**src/rtl/core/pllu_pkg.sv**
```systemverilog
package pllu_pkg;

   // Fixed field widths of the request and response channels
   localparam int unsigned KEY_W = 32;
   localparam int unsigned PAYLOAD_PORT_W = 64;
   localparam int unsigned MODE_W = 3;
   localparam int unsigned STATUS_W = 3;

   // Request opcodes
   typedef enum logic [MODE_W-1:0] {
      MODE_INS_FRONT = 3'd0,
      MODE_INS_BACK  = 3'd1,
      MODE_INS_AT    = 3'd2,
      MODE_RM_FRONT  = 3'd3,
      MODE_RM_BACK   = 3'd4,
      MODE_RM_AT     = 3'd5,
      MODE_LOOKUP    = 3'd6
   } mode_type;

   // Response status codes
   typedef enum logic [STATUS_W-1:0] {
      ST_OK       = 3'd0,
      ST_FULL     = 3'd1,
      ST_EMPTY    = 3'd2,
      ST_BADPOS   = 3'd3,
      ST_NOTFOUND = 3'd4
   } status_type;

   // What a cell does with its entry at the next edge
   typedef enum logic [1:0] {
      CELL_HOLD       = 2'd0,
      CELL_LOAD       = 2'd1,
      CELL_TAKE_LEFT  = 2'd2,
      CELL_TAKE_RIGHT = 2'd3
   } cell_op_type;

   // Control handed to each cell by the top level
   typedef struct packed {
      cell_op_type op;
      logic        occupied;
   } cell_ctl_type;

endpackage

```
**src/rtl/core/pllu_cell.sv**
```systemverilog
// One list slot: holds a key and payload, shifts with its neighbors, and
// forms one stage of the lookup wave that runs from slot 0 upward.
module pllu_cell
   import pllu_pkg::*;
#(
   parameter int unsigned PAYLOAD_BITS = 64
) (
   input  logic                    clock,
   input  cell_ctl_type            ctl,
   input  logic signed [KEY_W-1:0] new_key,
   input  logic [PAYLOAD_BITS-1:0] new_payload,
   input  logic signed [KEY_W-1:0] left_key,
   input  logic [PAYLOAD_BITS-1:0] left_payload,
   input  logic signed [KEY_W-1:0] right_key,
   input  logic [PAYLOAD_BITS-1:0] right_payload,
   output logic signed [KEY_W-1:0] key_out,
   output logic [PAYLOAD_BITS-1:0] payload_out,
   input  logic signed [KEY_W-1:0] search_key,
   input  logic                    hit_prev,
   input  logic [PAYLOAD_BITS-1:0] data_prev,
   output logic                    hit_out,
   output logic [PAYLOAD_BITS-1:0] data_out
);

   logic signed [KEY_W-1:0] key_ff, key_in;
   logic [PAYLOAD_BITS-1:0] payload_ff, payload_in;
   logic hit_ff, hit_in;
   logic [PAYLOAD_BITS-1:0] data_ff, data_in;
   logic match;

   // entry update: keep, load new, or shift from a neighbor
   always_comb begin
      case (ctl.op)
         CELL_LOAD: begin
            key_in = new_key;
            payload_in = new_payload;
         end
         CELL_TAKE_LEFT: begin
            key_in = left_key;
            payload_in = left_payload;
         end
         CELL_TAKE_RIGHT: begin
            key_in = right_key;
            payload_in = right_payload;
         end
         default: begin
            key_in = key_ff;
            payload_in = payload_ff;
         end
      endcase
   end

   // lookup wave: a higher slot's match overrides what arrives from below
   assign match = ctl.occupied && (key_ff == search_key);
   assign hit_in = match | hit_prev;
   assign data_in = match ? payload_ff : data_prev;

   always_ff @(posedge clock) begin
      key_ff <= key_in;
      payload_ff <= payload_in;
      hit_ff <= hit_in;
      data_ff <= data_in;
   end

   assign key_out = key_ff;
   assign payload_out = payload_ff;
   assign hit_out = hit_ff;
   assign data_out = data_ff;

endmodule

```
**src/rtl/core/positional_list_with_key_lookup_unit.sv**
```systemverilog
// Positional list with key lookup.
// Request channel (req_valid/req_ready): mode, position, key, payload.
// Response channel (rsp_valid/rsp_ready): status, found payload and the
// entry count after the request; exactly one response per request.
// Inserts and removes update the list as they are taken: the response is valid
// the cycle after the request is taken, and a new request can be taken every
// cycle while the receiver keeps up.
// A lookup sends the key up the row of slots, one slot per cycle, and its
// response loads once the key has passed the whole slot chain and the output
// register is free; no request is taken meanwhile, and the next one is taken
// only after the response loads, once the block is back in idle.
// The response sits in an output register; a request is taken while that
// register is empty or being drained in the same cycle. When the receiver
// stalls, the response holds and, once the register stays full, req_ready
// drops. Reset empties the list and drops rsp_valid; slot contents are not
// cleared, only the entry count.
module positional_list_with_key_lookup_unit
   import pllu_pkg::*;
#(
   parameter int unsigned DEPTH = 16,
   parameter int unsigned PAYLOAD_BITS = 64,
   localparam int unsigned CNT_W = $clog2(DEPTH + 1)
) (
   input  logic                      clock,
   input  logic                      reset,
   input  logic                      req_valid,
   output logic                      req_ready,
   input  logic [MODE_W-1:0]         req_mode,
   input  logic [CNT_W-1:0]          req_position,
   input  logic signed [KEY_W-1:0]   req_key,
   input  logic [PAYLOAD_PORT_W-1:0] req_payload,
   output logic                      rsp_valid,
   input  logic                      rsp_ready,
   output logic [STATUS_W-1:0]       rsp_status,
   output logic [PAYLOAD_PORT_W-1:0] rsp_found_payload,
   output logic [CNT_W-1:0]          rsp_entry_count
);

   typedef enum logic {
      S_IDLE,
      S_SEARCH
   } state_type;

   localparam logic [CNT_W-1:0] DEPTH_C = CNT_W'(DEPTH);

   state_type state_ff, state_in;
   logic [CNT_W-1:0] cnt_ff, cnt_in;
   logic [CNT_W-1:0] scan_ff, scan_in;
   logic signed [KEY_W-1:0] skey_ff, skey_in;
   logic rsp_valid_ff, rsp_valid_in;
   status_type rsp_status_ff, rsp_status_in;
   logic [PAYLOAD_BITS-1:0] rsp_data_ff, rsp_data_in;
   logic [CNT_W-1:0] rsp_count_ff, rsp_count_in;

   logic req_fire;
   logic out_free;
   logic is_ins, is_rm;
   logic [CNT_W-1:0] req_at;
   status_type req_status;
   logic do_ins, do_rm;
   logic [CNT_W-1:0] cnt_next;
   logic [PAYLOAD_BITS-1:0] new_payload;

   logic signed [KEY_W-1:0] cell_key [DEPTH];
   logic [PAYLOAD_BITS-1:0] cell_payload [DEPTH];
   logic wave_hit [DEPTH+1];
   logic [PAYLOAD_BITS-1:0] wave_data [DEPTH+1];

   assign out_free = !rsp_valid_ff || rsp_ready;
   assign req_ready = (state_ff == S_IDLE) && out_free;
   assign req_fire = req_valid && req_ready;
   assign new_payload = req_payload[PAYLOAD_BITS-1:0];

   // request decode: target slot and outcome
   always_comb begin
      is_ins = 1'b0;
      is_rm = 1'b0;
      req_at = '0;
      case (req_mode)
         MODE_INS_FRONT: begin
            is_ins = 1'b1;
         end
         MODE_INS_BACK: begin
            is_ins = 1'b1;
            req_at = cnt_ff;
         end
         MODE_INS_AT: begin
            is_ins = 1'b1;
            req_at = req_position;
         end
         MODE_RM_FRONT: begin
            is_rm = 1'b1;
         end
         MODE_RM_BACK: begin
            is_rm = 1'b1;
            req_at = cnt_ff - CNT_W'(1);
         end
         MODE_RM_AT: begin
            is_rm = 1'b1;
            req_at = req_position;
         end
         default: begin
         end
      endcase

      req_status = ST_OK;
      if (is_ins) begin
         if (cnt_ff == DEPTH_C) req_status = ST_FULL;
         else if (req_at > cnt_ff) req_status = ST_BADPOS;
      end else if (is_rm) begin
         if (cnt_ff == '0) req_status = ST_EMPTY;
         else if (req_at >= cnt_ff) req_status = ST_BADPOS;
      end

      do_ins = req_fire && is_ins && (req_status == ST_OK);
      do_rm = req_fire && is_rm && (req_status == ST_OK);

      cnt_next = cnt_ff;
      if (do_ins) cnt_next = cnt_ff + CNT_W'(1);
      else if (do_rm) cnt_next = cnt_ff - CNT_W'(1);
   end

   // row of slots
   assign wave_hit[0] = 1'b0;
   assign wave_data[0] = '0;

   for (genvar i = 0; i < DEPTH; i++) begin : g_cell
      localparam logic [CNT_W-1:0] CELL_IDX = CNT_W'(i);
      cell_ctl_type ctl;
      logic signed [KEY_W-1:0] lkey, rkey;
      logic [PAYLOAD_BITS-1:0] lpay, rpay;

      // per-slot shift decision
      always_comb begin
         ctl.occupied = CELL_IDX < cnt_ff;
         ctl.op = CELL_HOLD;
         if (do_ins) begin
            if (CELL_IDX == req_at) ctl.op = CELL_LOAD;
            else if (CELL_IDX > req_at && CELL_IDX <= cnt_ff) ctl.op = CELL_TAKE_LEFT;
         end else if (do_rm) begin
            if (CELL_IDX >= req_at && CELL_IDX < cnt_ff - CNT_W'(1)) begin
               ctl.op = CELL_TAKE_RIGHT;
            end
         end
      end

      if (i == 0) begin : g_first
         assign lkey = req_key;
         assign lpay = new_payload;
      end else begin : g_mid
         assign lkey = cell_key[i-1];
         assign lpay = cell_payload[i-1];
      end

      if (i == DEPTH - 1) begin : g_last
         assign rkey = cell_key[i];
         assign rpay = cell_payload[i];
      end else begin : g_inner
         assign rkey = cell_key[i+1];
         assign rpay = cell_payload[i+1];
      end

      pllu_cell #(
         .PAYLOAD_BITS(PAYLOAD_BITS)
      ) u_cell (
         .clock(clock),
         .ctl(ctl),
         .new_key(req_key),
         .new_payload(new_payload),
         .left_key(lkey),
         .left_payload(lpay),
         .right_key(rkey),
         .right_payload(rpay),
         .key_out(cell_key[i]),
         .payload_out(cell_payload[i]),
         .search_key(skey_ff),
         .hit_prev(wave_hit[i]),
         .data_prev(wave_data[i]),
         .hit_out(wave_hit[i+1]),
         .data_out(wave_data[i+1])
      );
   end

   // sequencer and response register next values
   always_comb begin
      state_in = state_ff;
      cnt_in = cnt_next;
      scan_in = scan_ff;
      skey_in = skey_ff;
      rsp_valid_in = rsp_valid_ff && !rsp_ready;
      rsp_status_in = rsp_status_ff;
      rsp_data_in = rsp_data_ff;
      rsp_count_in = rsp_count_ff;
      case (state_ff)
         S_IDLE: begin
            if (req_fire) begin
               if (req_mode == MODE_LOOKUP) begin
                  state_in = S_SEARCH;
                  scan_in = '0;
                  skey_in = req_key;
               end else begin
                  rsp_valid_in = 1'b1;
                  rsp_status_in = req_status;
                  rsp_data_in = '0;
                  rsp_count_in = cnt_next;
               end
            end
         end
         S_SEARCH: begin
            // slot k has seen the key once scan reaches k+1
            if (scan_ff != DEPTH_C) begin
               scan_in = scan_ff + CNT_W'(1);
            end else if (out_free) begin
               state_in = S_IDLE;
               rsp_valid_in = 1'b1;
               rsp_status_in = wave_hit[DEPTH] ? ST_OK : ST_NOTFOUND;
               rsp_data_in = wave_data[DEPTH];
               rsp_count_in = cnt_ff;
            end
         end
         default: begin
            state_in = S_IDLE;
         end
      endcase
   end

   always_ff @(posedge clock) begin
      scan_ff <= scan_in;
      skey_ff <= skey_in;
      rsp_status_ff <= rsp_status_in;
      rsp_data_ff <= rsp_data_in;
      rsp_count_ff <= rsp_count_in;
      if (reset) begin
         state_ff <= S_IDLE;
         cnt_ff <= '0;
         rsp_valid_ff <= 1'b0;
      end else begin
         state_ff <= state_in;
         cnt_ff <= cnt_in;
         rsp_valid_ff <= rsp_valid_in;
      end
   end

   assign rsp_valid = rsp_valid_ff;
   assign rsp_status = rsp_status_ff;
   assign rsp_found_payload = PAYLOAD_PORT_W'(rsp_data_ff);
   assign rsp_entry_count = rsp_count_ff;

   // list never grows past its depth
   a_count_bound: assert property (@(posedge clock) disable iff (reset)
      cnt_ff <= DEPTH_C)
      else $error("entry count above depth");

   // count moves only on a taken request, and by one at most
   a_count_step: assert property (@(posedge clock) disable iff (reset)
      !req_fire |=> $stable(cnt_ff))
      else $error("entry count changed without a request");

   // a miss never carries payload data
   a_miss_zero: assert property (@(posedge clock) disable iff (reset)
      (rsp_valid && rsp_status == ST_NOTFOUND) |-> (rsp_found_payload == '0))
      else $error("not-found response with nonzero payload");

   // a lookup holds the list still until its response is loaded
   a_search_hold: assert property (@(posedge clock) disable iff (reset)
      (state_ff == S_SEARCH) |=> (cnt_ff == $past(cnt_ff)))
      else $error("list changed during lookup");

endmodule

```
**config.mk**
```make
export PLATFORM = sky130hd
export DESIGN_NAME = positional_list_with_key_lookup_unit
export DESIGN_NICKNAME = d
export VERILOG_FILES = /design/src/rtl/core/pllu_pkg.sv /design/src/rtl/core/pllu_cell.sv /design/src/rtl/core/positional_list_with_key_lookup_unit.sv
export SDC_FILE = /design/constraint.sdc
export NUM_CORES = 2
export LEC_CHECK = 0
export ABC_AREA = 1
export BUFFER_PORTS_ARGS = -buffer_cell sky130_fd_sc_hd__buf_4
export CORE_MARGIN = 3
export CORE_UTILIZATION = 32
export DETAILED_ROUTE_END_ITERATION = 8
export SLEW_MARGIN = 0
export SYNTH_ARGS = -nofsm -noshare
export SYNTH_HDL_FRONTEND = slang
export SYNTH_SLANG_ARGS = --single-unit
```
**constraint.sdc**
```tcl
create_clock -name clock -period 15.13 [get_ports clock]
set_input_delay 1.513 -clock clock [delete_from_list [all_inputs] [get_ports clock]]
set_output_delay 1.513 -clock clock [all_outputs]
set_load 0.1 [all_outputs]
```
## Word level (Yosys, flattened, before mapping)

Cells that the tools add are included.

| word-level totals | value |
|---|---|
| output and inout port bits | 74 |
| input port bits | 108 |
| logic and storage cells | 518 |
| bits in registers | 2692 |

| cells by class | value |
|---|---|
| bitwise logic cells | 16 |
| $lt $le $gt $ge | 82 |
| add/sub/neg operators | 3 |
| reduce and logical (&&, ||, !) cells | 85 |
| equality and inequality tests | 92 |
| multiplexer cells | 168 |

Operator list:

| cell | count |
|---|---|
| $pmux 64 s3 | 14 |
| $pmux 32 s3 | 14 |
| $mux 64 | 19 |
| $eq 32x32->1 | 16 |
| $pmux 64 s2 | 3 |
| $mux 2 | 85 |
| $pmux 32 s2 | 2 |
| $lt 4x5->1 const A | 16 |
| $eq 2x2->1 const B | 31 |
| $logic_and 1x1->1 | 55 |
| $mux 5 | 9 |
| $reduce_bool 3->1 | 14 |
| $eq 4x5->1 const A | 8 |
| $ge 4x5->1 const A | 8 |
| $gt 4x5->1 const A | 8 |
| $le 4x5->1 const A | 8 |
| $lt 3x5->1 const A | 8 |
| $eq 2x1->1 const B | 16 |
| $eq 3x5->1 const A | 4 |
| $ge 3x5->1 const A | 4 |
| $gt 3x5->1 const A | 4 |
| $le 3x5->1 const A | 4 |
| $lt 1x5->1 const A | 4 |
| $lt 2x5->1 const A | 4 |
| 36 further kinds | 88 |

## Logic depth before layout (Yosys ltp)

| logic depth | value |
|---|---|
| depth after elaboration | 15 |
| mapped depth | 28 |

## Cells and area by module

A second synthesis with hierarchy kept.

| unflattened totals | value |
|---|---|
| cell total of the unflattened synthesis | 16990 |
| area, all modules | 142035.0 sq um |

Modules (own cells, without submodules):

| module | area an instance (sq um) | times used | cells each |
|---|---|---|---|
| pllu_cell | 8494.4 | 16 | 1023 |
| positional_list_with_key_lookup_unit | 6124.6 | 1 | 622 |

## Worst setup path after synthesis

No wires, ideal clock.

| timing path | value |
|---|---|
| path kind | input port to flip-flop |
| start point | input port rsp_ready |
| end point | register g_cell[1].u_cell.key_ff[0] (enable) |
| buffers on the path | 1 |
| library setup time | 0.879 ns |
| slack | -0.329 ns |
| stages on the path | 7 |
| arrival | 14.580 ns |
| cells stage by stage | nor2_1 nor2_1 nand2_1 nor2_1 nand2_2 buf_2 o311ai_0 |

| on the way | value |
|---|---|
| longest elaborated chain between the ends | 9 |
| elaborated cells between the ends (all ways) | 13 |
| those cells by class | eq/ne: 3; mux: 2; reduce/logical: 8 |

Ends and longest elaborated chain:

| item | line | RTL |
|---|---|---|
| start, declared | positional_list_with_key_lookup_unit.sv:33 | `input logic rsp_ready,` |
| $logic_or 1x1->1 (*) | positional_list_with_key_lookup_unit.sv:69 | `assign out_free = !rsp_valid_ff \|\| rsp_ready;` |
| $logic_and 1x1->1 (*) | positional_list_with_key_lookup_unit.sv:70 | `assign req_ready = (state_ff == S_IDLE) && out_free;` |
| named net req_ready | positional_list_with_key_lookup_unit.sv:27 | `output logic req_ready,` |
| $logic_and 1x1->1 (*) | positional_list_with_key_lookup_unit.sv:71 | `assign req_fire = req_valid && req_ready;` |
| $logic_and 1x1->1 (2 in series) | positional_list_with_key_lookup_unit.sv:116 | `do_rm = req_fire && is_rm && (req_status == ST_OK);` |
| $mux 2 | positional_list_with_key_lookup_unit.sv:140 | `end else if (do_rm) begin` |
| $mux 2 (*) | positional_list_with_key_lookup_unit.sv:137 | `if (do_ins) begin` |
| $eq 2x1->1 / $eq 2x2->1 (equally long branches) | pllu_cell.sv:33 | `case (ctl.op)` |
| $reduce_bool 3->1 (no source line) (*) | n/a |  |
| end signal, assigned | pllu_cell.sv:59 | `key_ff <= key_in;` |
| end, declared | pllu_cell.sv:25 | `logic signed [KEY_W-1:0] key_ff, key_in;` |

Mark *: on every way through the listed nets, which the timed path passes. The rest lies on a longest branch.
A chain may end at the register's enable or synchronous reset.

## Final worst setup path

| timing path | value |
|---|---|
| start point | register cnt_ff[0] |
| end point | register g_cell[1].u_cell.key_ff[30] (enable) |

| on the way | value |
|---|---|
| longest elaborated chain between the ends | 13 |
| elaborated cells between the ends (all ways) | 31 |
| those cells by class | add/sub: 1; order compare: 6; eq/ne: 5; mux: 12; reduce/logical: 7 |

Ends and longest elaborated chain:

| item | line | RTL |
|---|---|---|
| start, declared | positional_list_with_key_lookup_unit.sv:47 | `logic [CNT_W-1:0] cnt_ff, cnt_in;` |
| start signal, assigned | positional_list_with_key_lookup_unit.sv:239 | `cnt_ff <= cnt_in;` |
| $sub 5x1->5 | positional_list_with_key_lookup_unit.sv:96, positional_list_with_key_lookup_unit.sv:141 |  |
| $pmux 5 s3 | positional_list_with_key_lookup_unit.sv:79 | `case (req_mode)` |
| $ge 5x5->1 | positional_list_with_key_lookup_unit.sv:112 | `else if (req_at >= cnt_ff) req_status = ST_BADPOS;` |
| $mux 2 | positional_list_with_key_lookup_unit.sv:112 |  |
| $mux 2 | positional_list_with_key_lookup_unit.sv:111 | `if (cnt_ff == '0) req_status = ST_EMPTY;` |
| $mux 2 | positional_list_with_key_lookup_unit.sv:110 | `end else if (is_rm) begin` |
| $mux 3 | positional_list_with_key_lookup_unit.sv:107 | `if (is_ins) begin` |
| $logic_not 3->1 | positional_list_with_key_lookup_unit.sv:115, positional_list_with_key_lookup_unit.sv:116 |  |
| $logic_and 1x1->1 | positional_list_with_key_lookup_unit.sv:116 |  |
| $mux 2 | positional_list_with_key_lookup_unit.sv:140 |  |
| $mux 2 (*) | positional_list_with_key_lookup_unit.sv:137 |  |
| $eq 2x1->1 / $eq 2x2->1 (equally long branches) | pllu_cell.sv:33 |  |
| $reduce_bool 3->1 (no source line) (*) | n/a |  |

Mark *: on every way between the ends. The rest lies on a longest branch, timed or not.

==> implementation parameters <==
Parameter                              Value

Yosys
  Number of warnings printed during yosys synthesis ... 0
  Post-synth ARST share ... 0%
  Dominant cell type by area after synthesis ... edfxtp_1
  Netlist Area Pre-Place ... 122000 um^2
  Count of flip-flops with a built-in enable after synthesis ... 1645
  Post-synthesis cell count ... 14053
  Fraction of the yosys area taken by sequential cells ... 57.6%
  Mean cell area of the mapped netlist ... 8.69 um^2
  Most instantiated library cell after synthesis ... nand2_1
  Share of the synthesized area in the top cell type ... 40.4%
  Commonest cells in the synthesized netlist ... nand2_1, edfxtp_1, inv_1
  Synth cell types ... 56
  Main flop type after synthesis ... edfxtp_1
  Net Count, Synth ... 14174
  Number of synthesized register bits ... 2692
  Top area cells in the synthesized netlist ... edfxtp_1, dfxtp_1, nand2_1

Routing
  Final Routed Wirelength ... 396000 um
  Residual DRC ... 0
  DR WL/cell ... 21.0 um
  Detailed router's first-iteration violation count ... 11757
  Mean number of vias per cell ... 5.07
  Count of vias placed by the detailed router ... 95624
  First-pass iteration count of the detailed router ... 9
  Remaining antenna violation count after routing ... 0

Placed design
  Total of buffers placed on input and output ports ... 181
  Worst slack after detailed placement ... 7.59 ns
  Post-DP HPWL ... 279000 um
  Final GP Congestion ... 0.933

STA
  Final worst path period share ... 46.4%
  Transition time at the pin with the least slew margin ... 1.27 ns
  Slew Limit Fails ... 0
  Final setup viols ... 0
  Final total negative setup slack ... 0 ns
  WHS ... 0.387 ns
  Setup ws final ... 8.10 ns
  Total count of hold-check failures in the final report ... 0
  Max-Slew Margin vs Limit ... 15.6%
  RSZ-0062 raised after global routing ... no
  Post-route minimum period ... 7.03 ns
  Largest clock skew in the final design ... 0.0654 ns
  Highest clock frequency the design can meet ... 142 MHz

GRT
  Largest net degree at the start of global routing ... 100
  Wire length of the first global-routing pass ... 592000 um
  Vias in the first global route ... 88124
  Global route overflow ... 0
  GRT Util Overall ... 19.5%
  Antenna violations before repair ... 41

Power
  Static Leak ... 56.1 nW
  Max VDD drop ... 78.4 uV
  Total Power ... 0.0179 W
  Pwr dens ... 131 nW/um^2

Worst setup path
  CP Launch Type ... flip-flop
  R2R setup slack ... 8.10 ns
  Worst R2R Path Depth ... 20
  Worst R2R Start ... cnt_ff[0]
  Element type at the critical path end ... flip-flop
  Start point of the critical path ... cnt_ff[0]
  Setup crit end ... g_cell[1].u_cell.key_out[30]
  Critical Path Fanout Max ... 99
  Required @ worst endpoint ... 15.59 ns
  Worst setup path category ... reg2reg
  Worst r2r dst ... g_cell[1].u_cell.key_out[30]
  Endpoint arrival time on the critical path ... 7.49 ns

Clocking
  Post-CTS Resized ... 0
  Clock latency on the worst-skew pair ... 0.88 ns
  Maximum root-to-sink buffer count ... 4
  CTS Hold Bufs ... 0
  Cell at the root of the clock tree ... clkbuf_16
  Clock sink count ... 2692
  Setup bufs post-CTS ... 0
  Clock tree from TritonCTS ... built
  Clock transition at the registers of the reported paths ... 0.07 ns
  H-Tree Level Count ... 5
  Num CTS Buffers ... 285

Final layout
  Fraction of layout cells with a size suffix above 1 ... 7.05%
  Area growth from synthesis to layout ... 11.7%
  Filler cell count ... 38301
  Total number of nets in the final design ... 13722

Worst hold path
  Worst min path class ... reg2reg
  Number of instances on the worst hold path ... 2

Floorplan
  Die X-Extent ... 624 um
  Die Area ... 389000 um^2
  Effective utilization at floorplan ... 32.2%
  Row Count ... 226
  Die extent in y ... 624 um
  Top-level I/O count ... 182
  Area of the core region ... 379000 um^2

Run
  Max-cap viol count ... 0

Status
  Run status ... completed
per-stage QoR:
stage	utilization, %	std cells	area (um^2)
2_1_floorplan	-	14053	122000
3_3_place_gp	33.5	18330	127000
3_5_place_dp	33.5	18330	127000
4_1_cts	36.0	18838	136000
5_1_grt	36.0	18853	136000
6_report	36.0	18859	136000
report_power, final:
part | switching (W) | leakage [nW] | internal (W)
Sequential | 0.000377 | 23.5 | 0.00843
Combinational | 0.00156 | 28.1 | 0.000509
Clock | 0.00294 | 4.49 | 0.00406
Total | 0.00488 | 56.1 | 0.0130
cells in the final DEF, fill, tap and decap left out, drive strengths merged, types with 363 or more instances in the layout:
cell type  instances
o21ai            792
nand3            983
inv             1214
buf              363
a21oi            644
clkbuf           407
dfxtp           1047
edfxtp          1645
nand4            525
nor2            1002
nand2           4105
cell type report:
cell class,count,area (um^2),share of cell area (%)
Clock inverter,101,973,0.713
Clock buffer,407,8190,6.00
Multi-Input combinational cell,9041,43300,31.7
Inverter,1218,4590,3.36
Tap cell,5016,6280,4.60
Timing Repair Buffer,363,2730,2.00
Sequential cell,2692,70400,51.6
Antenna cell,21,52.6,0.0385
how the worst min path moves through the flow:
stage	slack [ns]	end	start
floorplan	0.39	g_cell[10].u_cell.hit_out	g_cell[9].u_cell.hit_out
finish	0.39	g_cell[1].u_cell.data_out[58]	g_cell[0].u_cell.data_out[58]
CTS	0.39	g_cell[1].u_cell.data_out[58]	g_cell[0].u_cell.data_out[58]
detailed placement	0.40	g_cell[3].u_cell.hit_out	g_cell[2].u_cell.hit_out
global route	0.43	g_cell[2].u_cell.data_out[36]	g_cell[1].u_cell.data_out[36]
global placement	0.39	g_cell[3].u_cell.hit_out	g_cell[2].u_cell.hit_out
state kept, by name, indices dropped and copies added, names as in the netlist, 5 cells and up:
register / flops
cnt_ff: 5
rsp_entry_count: 5
g_cell.u_cell.payload_out: 1024
g_cell.u_cell.data_out: 1024
scan_ff: 5
rsp_found_payload: 64
g_cell.u_cell.hit_out: 16
skey_ff: 32
g_cell.u_cell.key_out: 512
cells by family after synthesis:
logic type,Yosys count,synth area share [%]
AND/OR/NAND/NOR,6805,23.5
flip-flops,2692,57.6
buffers and inverters,2320,7.39
AO/OA/AOI/OAI,1785,8.01
XOR/XNOR,352,2.52
multiplexers,86,0.793
adder cells (fa/ha/maj),13,0.133
worst max-delay path, cell delays in order (launching register included):
cell and delay [ns]:
dfxtp_1 0.61, inv_2 0.22, ha_1 0.47, inv_1 0.14
nand3_1 0.11, o21ai_0 0.11, inv_1 0.08, nand2_1 0.13
ha_1 0.30, nand2_1 0.05, nor2_1 0.11, nand2_1 0.12
nand4_1 0.15, nand2_1 0.13, nor3_4 0.16, buf_4 0.33
buf_4 0.84, nand2_4 0.70, o311ai_4 0.21, buf_4 0.69
buf_4 0.68
per-layer routing:
layer / global-route usage [%] / wire, um / vias up
met2: 26.7 / 157000 / 5121
met5: 0 / 92 / -
li1: - / - / 45623
met4: 5.69 / 10400 / 14
met1: 30.8 / 188000 / 44306
met3: 3.14 / 41000 / 560
Power figures use the tool's default switching activity.
